File: config.mk
export PLATFORM = sky130hd
export DESIGN_NAME = index_range_list_parser_unit
export DESIGN_NICKNAME = d
export VERILOG_FILES = /design/src/rtl/irlp_pkg.sv /design/src/rtl/irlp_in_stage.sv /design/src/rtl/irlp_core.sv /design/src/rtl/irlp_res_fifo.sv /design/src/rtl/index_range_list_parser_unit.sv
export SDC_FILE = /design/constraint.sdc
export NUM_CORES = 1
export LEC_CHECK = 0
export ABC_AREA = 1
export BUFFER_PORTS_ARGS = -buffer_cell sky130_fd_sc_hd__buf_2
export CAP_MARGIN = 20
export CORE_UTILIZATION = 48
export CTS_CLUSTER_SIZE = 12
export DETAILED_ROUTE_END_ITERATION = 7
export PLACE_DENSITY = 0.66
export SETUP_SLACK_MARGIN = 0.02
export SLEW_MARGIN = 5
export SYNTH_ARGS = -nofsm -noshare
export SYNTH_HDL_FRONTEND = slang
export SYNTH_SLANG_ARGS = --single-unit
File: constraint.sdc
create_clock -name clk -period 3.9 [get_ports clk]
set_input_delay 0.78 -clock clk [delete_from_list [all_inputs] [get_ports clk]]
set_output_delay 0.78 -clock clk [all_outputs]
set_load 0.01 [all_outputs]
File: src/rtl/irlp_pkg.sv
// ----------------------------------------------------------------------------
// irlp_pkg
// Shared types and character codes for the index range list parser.
// ----------------------------------------------------------------------------
package irlp_pkg;

    localparam int VALUE_WIDTH_DEF = 32;
    localparam int RES_FIFO_DEPTH  = 4;

    localparam logic [7:0] CH_TAB   = 8'h09;
    localparam logic [7:0] CH_CR    = 8'h0D;
    localparam logic [7:0] CH_SPACE = 8'h20;
    localparam logic [7:0] CH_PLUS  = 8'h2B;
    localparam logic [7:0] CH_COMMA = 8'h2C;
    localparam logic [7:0] CH_MINUS = 8'h2D;
    localparam logic [7:0] CH_DOT   = 8'h2E;
    localparam logic [7:0] CH_ZERO  = 8'h30;
    localparam logic [7:0] CH_NINE  = 8'h39;
    localparam logic [7:0] CH_COLON = 8'h3A;

    localparam logic KIND_PAIR   = 1'b0;
    localparam logic KIND_STATUS = 1'b1;

    typedef enum logic [3:0] {
        PH_START,
        PH_SEP,
        PH_FIRST_SIGN,
        PH_FIRST_NUM,
        PH_AFTER_FIRST,
        PH_DOTS,
        PH_MARKED,
        PH_SECOND_SIGN,
        PH_SECOND_NUM
    } phase_t;

    typedef struct packed {
        logic [7:0] text_byte;
        logic       end_of_text;
    } irlp_item_t;

    typedef struct packed {
        logic       room;
        logic [1:0] push_cnt;
    } irlp_push_t;

endpackage

File: src/rtl/irlp_in_stage.sv
// ----------------------------------------------------------------------------
// irlp_in_stage
// Input register holding one text item until the parser takes it.
// ----------------------------------------------------------------------------
module irlp_in_stage
(
    input  logic                   clk,
    input  logic                   rst_n,
    input  logic                   s_axis_tvalid,
    output logic                   s_axis_tready,
    input  logic [7:0]             s_axis_tdata,   // text_byte
    input  logic                   s_axis_tlast,   // end_of_text
    output logic                   item_valid,
    output irlp_pkg::irlp_item_t   item,
    input  logic                   item_take
);
    import irlp_pkg::*;

    logic       valid_reg;
    logic       valid_next;
    irlp_item_t item_reg;
    logic       accept;

    assign s_axis_tready = !valid_reg || item_take;
    assign accept        = s_axis_tvalid && s_axis_tready;
    assign item_valid    = valid_reg;
    assign item          = item_reg;

    always_comb
    begin
        valid_next = valid_reg;
        if (accept)
        begin
            valid_next = 1'b1;
        end
        else if (item_take)
        begin
            valid_next = 1'b0;
        end
    end

    always_ff @(posedge clk or negedge rst_n)
    begin
        if (!rst_n)
        begin
            valid_reg <= 1'b0;
        end
        else
        begin
            valid_reg <= valid_next;
        end
    end

    always_ff @(posedge clk)
    begin
        if (accept)
        begin
            item_reg.text_byte   <= s_axis_tdata;
            item_reg.end_of_text <= s_axis_tlast;
        end
    end

endmodule

File: src/rtl/irlp_core.sv
// ----------------------------------------------------------------------------
// irlp_core
// Parser state machine: one character per cycle while the result queue has room, up to two results out.
// ----------------------------------------------------------------------------
module irlp_core
#(
    parameter int VALUE_WIDTH = irlp_pkg::VALUE_WIDTH_DEF
)
(
    input  logic                       clk,
    input  logic                       rst_n,
    input  logic                       cfg_wr_en,
    input  logic                       cfg_wr_data,
    input  logic                       item_valid,
    input  irlp_pkg::irlp_item_t       item,
    output logic                       item_take,
    input  logic                       room,
    output logic [1:0]                 push_cnt,
    output logic [2*VALUE_WIDTH+2:0]   res0,
    output logic [2*VALUE_WIDTH+2:0]   res1
);
    import irlp_pkg::*;

    localparam int VW    = VALUE_WIDTH;
    localparam int RES_W = 2 * VW + 3;
    localparam logic [VW-1:0] CAP = {1'b1, {(VW-1){1'b0}}};

    phase_t         phase_reg,  phase_next;
    logic [VW-1:0]  accum_reg,  accum_next;
    logic           neg_reg,    neg_next;
    logic [VW-1:0]  held_reg,   held_next;
    logic           any_reg,    any_next;
    logic           err_reg,    err_next;
    logic           one_based_reg;

    logic [7:0]     c;
    logic           c_space;
    logic           c_digit;
    logic           c_sign;
    logic           c_neg;
    logic [3:0]     dig;
    logic [VW+3:0]  prod;
    logic [VW-1:0]  acc_dig;
    logic [VW-1:0]  pos_sat;
    logic [VW-1:0]  fin;

    function automatic logic [RES_W-1:0] pack_res(input logic kind, input logic [VW-1:0] a,
                                                  input logic [VW-1:0] b, input logic perr,
                                                  input logic last);
        return {last, kind, perr, b, a};
    endfunction

    assign c       = item.text_byte;
    assign c_space = c inside {CH_SPACE, [CH_TAB:CH_CR]};
    assign c_digit = c inside {[CH_ZERO:CH_NINE]};
    assign c_sign  = (c == CH_MINUS) || (c == CH_PLUS);
    assign c_neg   = (c == CH_MINUS);
    assign dig     = 4'(c - CH_ZERO);

    // times ten plus digit, saturated at the magnitude cap
    assign prod    = ({4'b0, accum_reg} << 3) + ({4'b0, accum_reg} << 1) + (VW+4)'(dig);
    assign acc_dig = (prod > (VW+4)'(CAP)) ? CAP : prod[VW-1:0];

    assign pos_sat = (accum_reg >= CAP) ? (CAP - VW'(1)) : accum_reg;
    assign fin     = neg_reg ? (VW'(0) - accum_reg)
                   : ((one_based_reg && (pos_sat != '0)) ? (pos_sat - VW'(1)) : pos_sat);

    assign item_take = item_valid && room;

    always_comb
    begin
        phase_t        ph;
        logic [VW-1:0] held_v;
        logic [VW-1:0] pa;
        logic [VW-1:0] pb;
        logic          pair_v;
        logic          err_v;

        phase_next = phase_reg;
        accum_next = accum_reg;
        neg_next   = neg_reg;
        held_next  = held_reg;
        any_next   = any_reg;
        err_next   = err_reg;
        push_cnt   = 2'd0;
        res0       = '0;
        res1       = '0;
        ph         = phase_reg;
        held_v     = held_reg;
        pa         = held_reg;
        pb         = held_reg;
        pair_v     = 1'b0;
        err_v      = err_reg;

        if (item_take)
        begin
            if (item.end_of_text)
            begin
                if (!err_reg)
                begin
                    case (phase_reg)
                        PH_START, PH_SEP:
                        begin
                        end
                        PH_FIRST_NUM:
                        begin
                            pair_v = 1'b1;
                            pa     = fin;
                            pb     = fin;
                        end
                        PH_AFTER_FIRST:
                        begin
                            pair_v = 1'b1;
                        end
                        PH_SECOND_NUM:
                        begin
                            pair_v = 1'b1;
                            pb     = fin;
                        end
                        default:
                        begin
                            err_v = 1'b1;
                        end
                    endcase
                end
                if (pair_v)
                begin
                    res0     = pack_res(KIND_PAIR, pa, pb, 1'b0, 1'b0);
                    res1     = pack_res(KIND_STATUS, '0, '0, err_v || !(any_reg || pair_v),
                                        1'b1);
                    push_cnt = 2'd2;
                end
                else
                begin
                    res0     = pack_res(KIND_STATUS, '0, '0, err_v || !any_reg, 1'b1);
                    push_cnt = 2'd1;
                end
                phase_next = PH_START;
                accum_next = '0;
                neg_next   = 1'b0;
                held_next  = '0;
                any_next   = 1'b0;
                err_next   = 1'b0;
            end
            else if (!err_reg)
            begin
                // close a finished number or marker, then consume the character
                if ((ph == PH_FIRST_NUM) && !c_digit)
                begin
                    held_v = fin;
                    ph     = PH_AFTER_FIRST;
                end
                if ((ph == PH_AFTER_FIRST) && !(c_space || (c == CH_MINUS) ||
                                               (c == CH_COLON) || (c == CH_DOT)))
                begin
                    pair_v = 1'b1;
                    pa     = held_v;
                    pb     = held_v;
                    ph     = PH_SEP;
                end
                if ((ph == PH_SECOND_NUM) && !c_digit)
                begin
                    pair_v = 1'b1;
                    pa     = held_reg;
                    pb     = fin;
                    ph     = PH_SEP;
                end
                if ((ph == PH_DOTS) && (c != CH_DOT))
                begin
                    ph = PH_MARKED;
                end

                held_next = held_v;
                if (pair_v)
                begin
                    res0     = pack_res(KIND_PAIR, pa, pb, 1'b0, 1'b1);
                    push_cnt = 2'd1;
                    any_next = 1'b1;
                end

                phase_next = ph;
                case (ph)
                    PH_START, PH_SEP:
                    begin
                        if (c_space || ((c == CH_COMMA) && (ph == PH_SEP)))
                        begin
                        end
                        else if (c_sign)
                        begin
                            accum_next = '0;
                            neg_next   = c_neg;
                            phase_next = PH_FIRST_SIGN;
                        end
                        else if (c_digit)
                        begin
                            accum_next = VW'(dig);
                            neg_next   = 1'b0;
                            phase_next = PH_FIRST_NUM;
                        end
                        else
                        begin
                            err_next = 1'b1;
                        end
                    end
                    PH_FIRST_SIGN, PH_SECOND_SIGN:
                    begin
                        if (c_digit)
                        begin
                            accum_next = acc_dig;
                            phase_next = (ph == PH_FIRST_SIGN) ? PH_FIRST_NUM : PH_SECOND_NUM;
                        end
                        else
                        begin
                            err_next = 1'b1;
                        end
                    end
                    PH_FIRST_NUM, PH_SECOND_NUM:
                    begin
                        accum_next = acc_dig;
                    end
                    PH_AFTER_FIRST:
                    begin
                        if ((c == CH_MINUS) || (c == CH_COLON))
                        begin
                            phase_next = PH_MARKED;
                        end
                        else if (c == CH_DOT)
                        begin
                            phase_next = PH_DOTS;
                        end
                    end
                    PH_DOTS:
                    begin
                    end
                    PH_MARKED:
                    begin
                        if (c_space)
                        begin
                        end
                        else if (c_sign)
                        begin
                            accum_next = '0;
                            neg_next   = c_neg;
                            phase_next = PH_SECOND_SIGN;
                        end
                        else if (c_digit)
                        begin
                            accum_next = VW'(dig);
                            neg_next   = 1'b0;
                            phase_next = PH_SECOND_NUM;
                        end
                        else
                        begin
                            err_next = 1'b1;
                        end
                    end
                    default:
                    begin
                        err_next = 1'b1;
                    end
                endcase
            end
        end
    end

    always_ff @(posedge clk or negedge rst_n)
    begin
        if (!rst_n)
        begin
            phase_reg     <= PH_START;
            accum_reg     <= '0;
            neg_reg       <= 1'b0;
            held_reg      <= '0;
            any_reg       <= 1'b0;
            err_reg       <= 1'b0;
            one_based_reg <= 1'b0;
        end
        else
        begin
            phase_reg <= phase_next;
            accum_reg <= accum_next;
            neg_reg   <= neg_next;
            held_reg  <= held_next;
            any_reg   <= any_next;
            err_reg   <= err_next;
            if (cfg_wr_en)
            begin
                one_based_reg <= cfg_wr_data;
            end
        end
    end

endmodule

File: src/rtl/irlp_res_fifo.sv
// ----------------------------------------------------------------------------
// irlp_res_fifo
// Small result queue taking up to two results per cycle.
// ----------------------------------------------------------------------------
module irlp_res_fifo
#(
    parameter int WIDTH = 2 * irlp_pkg::VALUE_WIDTH_DEF + 3
)
(
    input  logic                 clk,
    input  logic                 rst_n,
    input  logic [1:0]           push_cnt,
    input  logic [WIDTH-1:0]     wr0,
    input  logic [WIDTH-1:0]     wr1,
    output logic                 room,
    output logic                 m_valid,
    input  logic                 m_ready,
    output logic [WIDTH-1:0]     m_data
);
    import irlp_pkg::*;

    localparam int DEPTH = RES_FIFO_DEPTH;
    localparam int PTR_W = $clog2(DEPTH);
    localparam int CNT_W = $clog2(DEPTH + 1);

    logic [WIDTH-1:0] mem [DEPTH];
    logic [PTR_W-1:0] wr_ptr_reg, wr_ptr_next;
    logic [PTR_W-1:0] rd_ptr_reg, rd_ptr_next;
    logic [CNT_W-1:0] count_reg,  count_next;
    logic             pop;
    logic [PTR_W-1:0] wr_ptr_inc;

    assign m_valid    = (count_reg != '0);
    assign m_data     = mem[rd_ptr_reg];
    assign pop        = m_valid && m_ready;
    assign room       = (count_reg <= CNT_W'(DEPTH - 2));
    assign wr_ptr_inc = wr_ptr_reg + PTR_W'(1);

    always_comb
    begin
        wr_ptr_next = wr_ptr_reg + PTR_W'(push_cnt);
        rd_ptr_next = pop ? (rd_ptr_reg + PTR_W'(1)) : rd_ptr_reg;
        count_next  = count_reg + CNT_W'(push_cnt) - CNT_W'(pop);
    end

    always_ff @(posedge clk or negedge rst_n)
    begin
        if (!rst_n)
        begin
            wr_ptr_reg <= '0;
            rd_ptr_reg <= '0;
            count_reg  <= '0;
        end
        else
        begin
            wr_ptr_reg <= wr_ptr_next;
            rd_ptr_reg <= rd_ptr_next;
            count_reg  <= count_next;
        end
    end

    always_ff @(posedge clk)
    begin
        if (push_cnt != 2'd0)
        begin
            mem[wr_ptr_reg] <= wr0;
        end
        if (push_cnt == 2'd2)
        begin
            mem[wr_ptr_inc] <= wr1;
        end
    end

endmodule

File: src/rtl/index_range_list_parser_unit.sv
// ----------------------------------------------------------------------------
// index_range_list_parser_unit: range list text to (first, second) pairs
// results pass input register then result queue; one character a cycle
// throughput while the queue has room, set by parser update and drain rate
// asynchronous active-low reset clears parser state, one_based and the queue
// ----------------------------------------------------------------------------
module index_range_list_parser_unit
#(
    parameter int VALUE_WIDTH = irlp_pkg::VALUE_WIDTH_DEF
)
(
    input  logic                                    clk,
    input  logic                                    rst_n,
    input  logic                                    cfg_wr_en,
    input  logic                                    cfg_wr_data,    // one_based
    input  logic                                    s_axis_tvalid,
    output logic                                    s_axis_tready,
    input  logic [7:0]                              s_axis_tdata,   // text_byte
    input  logic                                    s_axis_tlast,   // end_of_text
    output logic                                    m_axis_tvalid,
    input  logic                                    m_axis_tready,
    // range_first, range_second, parse_error, zero fill
    output logic [((2*VALUE_WIDTH+8)/8)*8-1:0]      m_axis_tdata,
    output logic                                    m_axis_tuser,   // result_kind
    output logic                                    m_axis_tlast    // last_of_item
);
    import irlp_pkg::*;

    localparam int VW     = VALUE_WIDTH;
    localparam int RES_W  = 2 * VW + 3;
    localparam int DATA_W = ((2 * VW + 8) / 8) * 8;

    logic             item_valid;
    irlp_item_t       item;
    logic             item_take;
    logic             room;
    logic [1:0]       push_cnt;
    logic [RES_W-1:0] res0;
    logic [RES_W-1:0] res1;
    logic [RES_W-1:0] out_res;

    irlp_in_stage u_in_stage
    (
        .clk           (clk),
        .rst_n         (rst_n),
        .s_axis_tvalid (s_axis_tvalid),
        .s_axis_tready (s_axis_tready),
        .s_axis_tdata  (s_axis_tdata),
        .s_axis_tlast  (s_axis_tlast),
        .item_valid    (item_valid),
        .item          (item),
        .item_take     (item_take)
    );

    irlp_core #(.VALUE_WIDTH(VW)) u_core
    (
        .clk         (clk),
        .rst_n       (rst_n),
        .cfg_wr_en   (cfg_wr_en),
        .cfg_wr_data (cfg_wr_data),
        .item_valid  (item_valid),
        .item        (item),
        .item_take   (item_take),
        .room        (room),
        .push_cnt    (push_cnt),
        .res0        (res0),
        .res1        (res1)
    );

    irlp_res_fifo #(.WIDTH(RES_W)) u_res_fifo
    (
        .clk      (clk),
        .rst_n    (rst_n),
        .push_cnt (push_cnt),
        .wr0      (res0),
        .wr1      (res1),
        .room     (room),
        .m_valid  (m_axis_tvalid),
        .m_ready  (m_axis_tready),
        .m_data   (out_res)
    );

    assign m_axis_tdata = DATA_W'(out_res[2*VW:0]);
    assign m_axis_tuser = out_res[2*VW+1];
    assign m_axis_tlast = out_res[2*VW+2];

endmodule

Word level (Yosys, flattened, before mapping)
Memory sizes are Yosys's and may differ from the RTL's.
Index checks and enable logic that the tools add are counted.
- muxes and demuxes: 100
- add/subtract/negate cells: 10
- reductions and logical operators: 47
- order comparisons: 7
- equality and inequality tests: 27
- operator list (cell ; count):
    $mux W32 ; 21
    $mux W67 ; 8
    $pmux W32 S4 ; 1
    $mux W4 ; 28
    $eq A8 B6 Y1 const B ; 6
    $add A35 B33 Y36 ; 1
    $add A36 B4 Y36 ; 1
    $gt A36 B32 Y1 const B ; 1
    $mux W1 ; 35
    $ge A32 B32 Y1 const B ; 1
    $reduce_bool A32 Y1 ; 1
    $sub A1 B32 Y32 const A ; 1
    $sub A32 B1 Y32 const B ; 1
    $eq A4 B3 Y1 const B ; 7
    $pmux W4 S4 ; 1
    $eq A4 B2 Y1 const B ; 3
    $eq A4 B4 Y1 const B ; 3
    $logic_and A1 B1 Y1 ; 11
    $logic_or A1 B1 Y1 ; 10
    $eq A4 B1 Y1 const B ; 2
    $ge A8 B4 Y1 const B ; 1
    $ge A8 B6 Y1 const B ; 1
    $le A8 B4 Y1 const B ; 1
    $le A8 B6 Y1 const B ; 1
    27 further kinds ; 44
- RAM bits: 268
- memories: 1
- bits in registers: 89
- bits of input ports: 15
- logic and storage cells: 205
- memories (name ; depth ; bits a word ; read ports ; clocked after Yosys merged registers in ; wr ports ; RTL line ; text):
    u_res_fifo.mem ; 4 ; 67 ; 1 ; 0 ; 2 ; irlp_res_fifo.sv:26 ; logic [WIDTH-1:0] mem [DEPTH];

Depth between registers and ports, before layout
Gate-level depths: netlist of run 1.
- depth after elaboration: 33
- depth in mapped cells: 24
- mapped depth without buffers: 23

Hierarchy
A second synthesis of run 1 with hierarchy kept.
- cells, all modules: 4086
- area total of the unflattened synthesis: 27420.0 um^2
- modules (own cells, without submodules) (module ; cells an instance ; sequential area each (um^2) ; area an instance (um^2) ; times used):
    irlp_res_fifo ; 1801 ; 8222.9 ; 14711.6 ; 1
    irlp_core ; 2262 ; 1801.7 ; 12336.8 ; 1
    irlp_in_stage ; 15 ; 295.3 ; 315.3 ; 1
    index_range_list_parser_unit ; 8 ; 0.0 ; 56.3 ; 1

Worst setup path after synthesis of run 1
No wires, ideal clock.
- path kind: reg-to-reg
- from: reg u_in_stage.item_reg, in the netlist u_in_stage.item[4]
- to: reg u_core.accum_reg[4]
- slack: 665 ps
- data required time: 3823 ps
- stages on the path, launching flop included: 20
- buffers on the path: 1
- clock period less this slack: 3235 ps
- arrival: 3158 ps
- cells stage by stage: edfxtp_1 -> fa_1 -> inv_1 -> fa_1 -> inv_1 -> nand3_1 -> nand3_1 -> nand2_1 -> nand2_1 -> nand2_1 -> nand2_1 -> nand2_1 -> nand3_1 -> nand3_1 -> nor2_1 -> nand4_1 -> nand2_2 -> buf_2 -> nand4_1 -> o21ai_1
- cells in the longest elaborated chain, start to end: 31
- RTL lines (what ; RTL line ; text):
    start, declared ; irlp_in_stage.sv:21 ; irlp_item_t item_reg;
    $ge A8 B6 Y1 / $le A8 B6 Y1 (equally long branches) ; irlp_core.sv:55 ; assign c_digit = c inside {[CH_ZERO:CH_NINE]};
    $logic_and A1 B1 Y1 ; irlp_core.sv:55 ;
    $logic_not A1 Y1 ; irlp_core.sv:148, irlp_core.sv:161 ;
    $logic_and A1 B1 Y1 ; irlp_core.sv:148 ; if ((ph == PH_FIRST_NUM) && !c_digit)
    $mux W4 ; irlp_core.sv:148 ;
    $mux W4 ; irlp_core.sv:145 ; else if (!err_reg)
    $mux W4 ; irlp_core.sv:97 ; if (item.end_of_text)
    $mux W4 ; irlp_core.sv:95 ; if (item_take)
    [... 15 more ...] ; n/a ;
    $mux W4 ; irlp_core.sv:145 ;
    $mux W4 ; irlp_core.sv:97 ;
    $mux W4 ; irlp_core.sv:95 ;
    $eq A4 B2 Y1 (tied with other cells) ; irlp_core.sv:182 ; case (ph)
    $reduce_or A2 Y1 (tied with other cells) ; n/a ;
    $pmux W32 S4 / $logic_or A1 B1 Y1 (equally long branches) ; irlp_core.sv:182, irlp_core.sv:185 ;
    $mux W32 / $ne A3 B3 Y1 (equally long branches) ; n/a ;
    $mux W32 / $reduce_and A6 Y1 (equally long branches) ; n/a ;
    end signal, assigned ; irlp_core.sv:281 ; accum_reg <= accum_next;
    end, declared ; irlp_core.sv:29 ; logic [VW-1:0] accum_reg, accum_next;
Several ways; a longest one is shown, not always the timed one. The select of a mux whose other input is x is not followed.
A chain may end at the register's enable or synchronous reset.

Final worst setup path of run 1
- from: reg u_core.accum_reg[1]
- to: reg u_core.accum_reg[0]
- cells in the longest elaborated chain, start to end: 8
- RTL lines (what ; RTL line ; text):
    $add A35 B33 Y36 (*) ; irlp_core.sv:61 ; assign prod = ({4'b0, accum_reg} << 3) + ({4'b0, accum_reg} << 1) + (VW+4)'(dig);
    $add A36 B4 Y36 (*) ; irlp_core.sv:61 ;
    $gt A36 B32 Y1 (*) ; irlp_core.sv:62 ; assign acc_dig = (prod > (VW+4)'(CAP)) ? CAP : prod[VW-1:0];
    $mux W32 (*) ; irlp_core.sv:62 ;
    $mux W32 ; irlp_core.sv:207 ; if (c_digit)
    $pmux W32 S4 (*) ; irlp_core.sv:182 ;
    $mux W32 (*) ; irlp_core.sv:145 ;
    $mux W32 (*) ; irlp_core.sv:97 ;
Every way passes the cells marked *; elsewhere a longest branch is shown, timed or not. The select of a mux whose other input is x is not followed.

==> results of run 1 <==
routing by layer:
| layer | global-route usage | vias up | part of all wire |
|---|---|---|---|
| met5 | 0 | - | 0 |
| met4 | 0.119 | 0 | 0.037 |
| met3 | 0.0389 | 144 | 0.064 |
| met2 | 0.495 | 881 | 0.45 |
| met1 | 0.426 | 11400 | 0.45 |
| li1 | - | 12200 | - |
layout make-up:
class	instances	area, µm²	share of cell area
multi-input cells	2901	13700	0.526
flip-flops and latches	357	7760	0.299
clock buffers	65	1250	0.0482
repair buffers	167	1240	0.0479
inverters	316	1190	0.0457
well taps	615	769	0.0296
clock inverters	6	92.6	0.00356
power groups by stage:
stage	sequential, mW	clock, mW	combinational (mW)
final	4.62	3.88	12.3
after global placement	4.67	0	12.1
after detailed placement	4.68	0	12.1
after floorplan	4.45	0	8.56
after CTS	4.60	3.94	12.1
after global routing	4.67	4.07	13.8
timing repair:
action | CTS | global route
endpoints found under the hold margin | 0 | 0
buffers inserted | 0 | 1
resized for setup | 0 | 3
endpoints found under the setup margin | 0 | 27
worst reg2reg max path: stages (launching register included):
cell and delay, ns:
dfrtp_1 0.47, ha_1 0.32, ha_1 0.25, inv_1 0.08, fa_1 0.40, inv_1 0.13, nand3_1 0.08, nand3_1 0.17
nand2_1 0.10, nand2_1 0.15, nand2_1 0.11, nand4_1 0.13, nand2_1 0.10, nor2_1 0.11, nand2_1 0.06, nor2_1 0.10
nand4_1 0.18, buf_4 0.23, nand3_1 0.20, nand2_1 0.09, o21ai_1 0.12
path summary, 6_finish.rpt:
check,from,end,slack [ns]
worst min register to register,u_res_fifo.mem[2][42],u_res_fifo.mem[2][42],0.45
worst max register to register,u_core.accum_reg[1],u_core.accum_reg[0],0.24
worst min-delay path,rst_n,u_core.accum_reg[25],0.16
min in group clk,s_axis_tdata[4],u_in_stage.item[5],0.39
worst max-delay path,u_core.accum_reg[1],u_core.accum_reg[0],0.24
max in group asynchronous,rst_n,u_res_fifo.count_reg[2],2.93
stage by stage:
step	total power, mW	worst slack, ns	TNS, ns	utilization
final	20.8	0.235	0	0.542
after global routing	22.5	-0.0468	-0.542	0.542
after CTS	20.7	0.233	0	0.541
after detailed placement	16.8	0.262	0	0.513
after global placement	16.8	0.329	0	0.513
after floorplan	13.0	0.665	0	-
logic make-up (layout without fill, tap and decap cells):
| family | after synthesis | count (layout) | synth area share |
|---|---|---|---|
| compound gates | 520 | 520 | 0.124 |
| simple gates | 2244 | 2246 | 0.396 |
| xor+xnor | 54 | 54 | 0.0202 |
| other cells | 1 | 7 | 0.000160 |
| fa+ha+maj | 73 | 73 | 0.0400 |
| mux | 1 | 1 | 0.000481 |
| buf+inv | 517 | 554 | 0.0882 |
| flops | 357 | 357 | 0.331 |
layout by cell type (no fill, tap or decap), types with 5 or more instances in the layout:
cell type	n
inv_1	289
edfxtp_1	21
a21oi_1	96
clkbuf_8	5
ha_1	70
nor2_2	10
nand4_1	31
o211ai_1	38
nor2_1	363
nand2_4	6
or2_2	9
buf_12	14
buf_2	82
nand3_1	466
nand2_1	1312
buf_4	70
o21bai_1	6
clkbuf_1	15
a21o_1	5
xnor2_1	21
dfxtp_1	256
conb_1	7
o21ai_0	244
inv_2	23
o22ai_1	78
xor2_1	33
nor3_1	23
o21ai_1	35
nand2_2	7
clkbuf_16	45
dfrtp_1	78
==> flow_metrics.env, run 1 <==
export IMPL_slew_headroom=0.269
export IMPL_critPathLaunchType="flop"
export IMPL_reg2reg_depth=20
export IMPL_grt_pass1_vias=22600
export IMPL_synth_top_flop_cell="dfxtp_1"
export IMPL_synth_common_cells="1,312 x nand2_1, 466 x nand3_1, 367 x nor2_1, 290 x inv_1, 256 x dfxtp_1"
export IMPL_yosys_top_cells_area="dfxtp_1 22%, nand2_1 21%, nand3_1 10%"
export IMPL_io_buffers=83
export IMPL_synth_area_per_cell_um2=6.22
export IMPL_globalRouteOverflowTotal=0
export IMPL_insertion_delay_ns=0.58
export IMPL_swShare=0.516
export IMPL_remaining_drc_errors=0
export IMPL_cts_tree="built"
export IMPL_routed_wl_mm=77.9
export IMPL_critPathArrivalTime_ns=4.14
export IMPL_finClkSkew_ns=0.0313
export IMPL_die_x_um=223
export IMPL_cts_clk_slew_worst_paths_ns=0.06
export IMPL_path_class="reg -> reg"
export IMPL_p_sw_mw=10.8
export IMPL_drt_first_pass_iters=6
export IMPL_grt_antenna_before_repair=0
export IMPL_dieArea_um2=49700
export IMPL_yosysWarnings=0
export IMPL_min_period_ns=3.66
export IMPL_cap_violations=0
export IMPL_drv_slew=0
export IMPL_worst_pin_slew_ns=1.10
export IMPL_drt_wirelength_per_cell_um=17.6
export IMPL_hold_buffers=0
export IMPL_pwr_share_seq=0.222
export IMPL_p_leak_nw=12.9
export IMPL_synth_edf_count=21
export IMPL_synth_top_area_cell="dfxtp_1"
export IMPL_crit_top_cell="nand2_1"
export IMPL_synth_seq_cells=357
export IMPL_worstHoldPathType="in -> async"
export IMPL_initial_core_util=0.489
export IMPL_dr_first_iter_drc_count=2323
export IMPL_yosysMostFrequentCell="nand2_1"
export IMPL_fin_area_um2=26000
export IMPL_post_route_period_util=0.940
export IMPL_synth_top_area_frac=0.219
export IMPL_cp_slowest_cell="dfrtp_1"
export IMPL_ir_drop_v=0.000587
export IMPL_final_nets=3871
export IMPL_diodes=0
export IMPL_fmax_mhz=273
export IMPL_p_comb_frac=0.592
export IMPL_dp_cells=4352
export IMPL_grt_max_degree=205
export IMPL_netlist_instances=3767
export IMPL_async_reset_ff_frac=0.224
export IMPL_grt_pass1_wl_mm=124
export IMPL_power_density_nw_per_um2=801
export IMPL_clock_sinks=357
export IMPL_vias=24700
export IMPL_viasPerCell=5.57
export IMPL_synth_seq_area_share=0.331
export IMPL_syn_area_um2=23400
export IMPL_path_cells="ha_1 -> ha_1 -> inv_1 -> fa_1 -> inv_1 -> nand3_1 -> nand3_1 -> nand2_1 -> nand2_1 -> nand2_1 -> nand4_1 -> nand2_1 -> nor2_1 -> nand2_1 -> nor2_1 -> nand4_1 -> buf_4 -> nand3_1 -> nand2_1 -> o21ai_1"
export IMPL_cp_num_cells=20
export IMPL_numCtsBuffers=40
export IMPL_areaGrowthSynthToFinish_pct=10.9
export IMPL_crit_path_max_fanout=6
export IMPL_drive_above_1_share=0.0787
export IMPL_finalSetupViolations=0
export IMPL_intPower_mw=10.1
export IMPL_pwr_share_clk=0.186
export IMPL_fp_row_count=80
export IMPL_place_hpwl_mm=54.0
export IMPL_grt_total_usage=0.310
export IMPL_place_congestion=0.992
export IMPL_hold_ws_ns=0.157
export IMPL_die_h_um=223
export IMPL_stdcell_count=4427
export IMPL_status="finished clean"
export IMPL_io_pins=91
export IMPL_ant_nets=0
export IMPL_critical_path_required_ns=4.38
export IMPL_core_um2=47900
export IMPL_crit_path_max_incr_delay_ns=0.47
export IMPL_ctsRootBufferMaster="clkbuf_16"
export IMPL_worstSetupEndpointType="flop"
export IMPL_critical_path_buf_inv_count=3
export IMPL_clockBufferDepth=3
export IMPL_htreeDepth=2
export IMPL_synth_cell_types=52
export IMPL_finalHoldViolCount=0
export IMPL_largest_register_ff_count=268
export IMPL_cp_top_family="simple AND/OR/NAND/NOR gates"
export IMPL_place_area_um2=24600
export IMPL_num_fill_cells=4917
(Power assumes the default switching activity.)
==> run 2: changes to the inputs <==
--- a/config.mk
+++ b/config.mk
@@ -8,11 +8,13 @@
 export ABC_AREA = 1
 export BUFFER_PORTS_ARGS = -buffer_cell sky130_fd_sc_hd__buf_2
 export CAP_MARGIN = 20
+export CORE_ASPECT_RATIO = 0.75
 export CORE_UTILIZATION = 48
 export CTS_CLUSTER_SIZE = 12
 export DETAILED_ROUTE_END_ITERATION = 7
 export PLACE_DENSITY = 0.66
 export SETUP_SLACK_MARGIN = 0.02
+export SKIP_LAST_GASP = 1
 export SLEW_MARGIN = 5
 export SYNTH_ARGS = -nofsm -noshare
 export SYNTH_HDL_FRONTEND = slang
==> run 2 against run 1 <==
Count of clock-buffer cells in the layout shrank 12. Largest cell class unchanged. Sequential share of layout area is essentially flat. Combinational power grew 4%. Clock power shrank 7.7%. Via count grew 1.8%. Design area is essentially flat. Cell count grew 0.66%. Fmax shrank 0.95%. Register-to-register slack lost 0.04 ns. Wire length grew 4.5%. Non-clock buffer count grew 19. Die area is essentially flat.
==> flow_metrics.env, run 2 (same netlist as run 1, synthesis figures left out) <==
export IMPL_status="finished clean"
export IMPL_path_class="reg -> reg"
export IMPL_cts_tree="built"
export IMPL_worstSetupEndpointType="flop"
export IMPL_timing_rr_end="u_core.accum_reg[24]"
export IMPL_pwr_share_seq=0.218
export IMPL_critical_path_required_ns=4.38
export IMPL_ir_drop_v=0.000706
export IMPL_core_um2=47700
export IMPL_grt_antenna_before_repair=0
export IMPL_drt_wirelength_per_cell_um=18.3
export IMPL_slew_headroom=0.149
export IMPL_r2r_start="u_core.accum_reg[17]"
export IMPL_finalHoldViolCount=0
export IMPL_min_period_ns=3.70
export IMPL_pwr_share_clk=0.172
export IMPL_vias=25100
export IMPL_remaining_drc_errors=0
export IMPL_diodes=0
export IMPL_swShare=0.525
export IMPL_final_cell_mix="1,311 x nand2_1, 464 x nand3_1, 363 x nor2_1"
export IMPL_insertion_delay_ns=0.55
export IMPL_timing_setup_tns_ns=0
export IMPL_finalSetupViolations=0
export IMPL_areaGrowthSynthToFinish_pct=10.8
export IMPL_die_x_um=257
export IMPL_worst_pin_slew_ns=1.28
export IMPL_final_nets=3886
export IMPL_rsz0062_at_grt="false"
export IMPL_cts_clk_slew_worst_paths_ns=0.06
export IMPL_final_core_util=0.544
export IMPL_crit_path_max_fanout=26
export IMPL_grt_total_usage=0.322
export IMPL_grt_pass1_wl_mm=128
export IMPL_routed_wl_mm=81.4
export IMPL_htreeDepth=2
export IMPL_globalRouteOverflowTotal=0
export IMPL_fmax_mhz=270
export IMPL_p_comb_frac=0.611
export IMPL_post_route_period_util=0.949
export IMPL_clock_sinks=357
export IMPL_grt_max_degree=230
export IMPL_dieArea_um2=49700
export IMPL_largest_register_ff_count=268
export IMPL_fin_total_pwr_mw=20.9
export IMPL_worstHoldPathType="in -> async"
export IMPL_reg2reg_setup_slack_ns=0.20
export IMPL_p_sw_mw=11.0
export IMPL_cap_violations=0
export IMPL_fp_row_count=69
export IMPL_p_leak_nw=13.0
export IMPL_hold_buffers=0
export IMPL_io_buffers=83
export IMPL_initial_core_util=0.491
export IMPL_ant_nets=0
export IMPL_critPathArrivalTime_ns=4.18
export IMPL_intPower_mw=9.91
export IMPL_drive_above_1_share=0.0838
export IMPL_drv_slew=0
export IMPL_die_h_um=193
export IMPL_place_hpwl_mm=56.7
export IMPL_numCtsBuffers=38
export IMPL_layout_commonest_cell="nand2_1"
export IMPL_drt_first_pass_iters=6
export IMPL_critPathLaunchType="flop"
export IMPL_clockBufferDepth=3
export IMPL_ctsRootBufferMaster="clkbuf_16"
export IMPL_grt_pass1_vias=22300
export IMPL_place_congestion=1.02
export IMPL_dr_first_iter_drc_count=3443
export IMPL_finClkSkew_ns=0.0199
export IMPL_viasPerCell=5.64
export IMPL_io_pins=91
export IMPL_reg2reg_depth=19
export IMPL_power_density_nw_per_um2=805
==> run 2: changes by cell type in the layout (fill, tap and decap cells not counted), moves of 2 or more <==
cell,change
clkbuf_16,-4
clkbuf_1,-8
nand3_2,+2
nand2_4,-3
nand2_2,+2
nor3_2,+3
nor3_1,-3
buf_12,-3
nand3_1,-2
buf_4,+23
==> run 2: worst max path at each step <==
| stage | startpoint | cells after the start | to | slack (ns) |
|---|---|---|---|---|
| floorplan | u_in_stage.item[4] | 19 | u_core.accum_reg[4] | 0.67 |
| global placement | u_core.accum_reg[13] | 19 | u_core.accum_reg[4] | 0.37 |
| detailed placement | u_in_stage.item[3] | 22 | u_core.accum_reg[18] | 0.27 |
| CTS | u_in_stage.item[3] | 22 | u_core.accum_reg[24] | 0.25 |
| global route | u_core.accum_reg[17] | 19 | u_core.accum_reg[22] | 0.03 |
| finish | u_core.accum_reg[17] | 19 | u_core.accum_reg[24] | 0.20 |
==> run 2: layout make-up <==
class                           count  area (µm²)
Clock buffer                       53        1120
Timing Repair Buffer              186        1330
Sequential cell                   357        7760
Clock inverter                      6        80.1
Tap cell                          639         800
Multi-Input combinational cell   2899       13700
Fill cell                        4828       21800
Inverter                          316        1190
==> run 2: repair_timing <==
| item | CTS | global route |
|---|---|---|
| gates resized for setup | 0 | 7 |
| buffers inserted | 0 | 1 |
| hold endpoints to repair | 0 | 0 |
| setup endpoints to repair | 0 | 30 |
==> run 2: per-stage QoR <==
step | instance area (µm²) | hold WS (ns) | setup slack, ns | cells
finish | 26000 | 0.243 | 0.200 | 4456
CTS | 25900 | 0.252 | 0.252 | 4455
global placement | 24700 | 0.433 | 0.368 | 4396
floorplan | 23400 | 0.421 | 0.665 | 3773
global route | 26000 | 0.278 | 0.0263 | 4456
detailed placement | 24700 | 0.434 | 0.270 | 4396
==> run 2: critical path, stage by stage, from the launching register on <==
cell     delay, ns
dfrtp_1       0.51
ha_1          0.35
ha_1          0.39
nand2_1       0.16
nor2_1        0.16
inv_1         0.10
nor2_1        0.39
nand4_1       0.30
nand4_1       0.14
nand2_1       0.11
nor2_1        0.11
nand2_1       0.07
nor2_1        0.10
nand4_1       0.14
nand2_2       0.12
buf_12        0.18
nand2_1       0.08
nand3_1       0.08
nand2_1       0.06
inv_1         0.05
==> run 2: power groups by stage <==
stage	Clock, mW	Sequential (mW)	Combinational, mW
2_1_floorplan	0	4.45	8.56
3_3_place_gp	0	4.60	12.4
3_5_place_dp	0	4.60	12.3
4_1_cts	3.64	4.53	12.4
5_1_grt	3.82	4.59	14.0
6_report	3.58	4.55	12.8
==> run 2: routing by layer <==
layer,part of all wire,global-route usage,vias up
li1,-,-,12300
met3,0.11,0.0647,87
met1,0.48,0.511,11600
met2,0.39,0.445,1159
met4,0.013,0.0514,0
met5,0,0,-
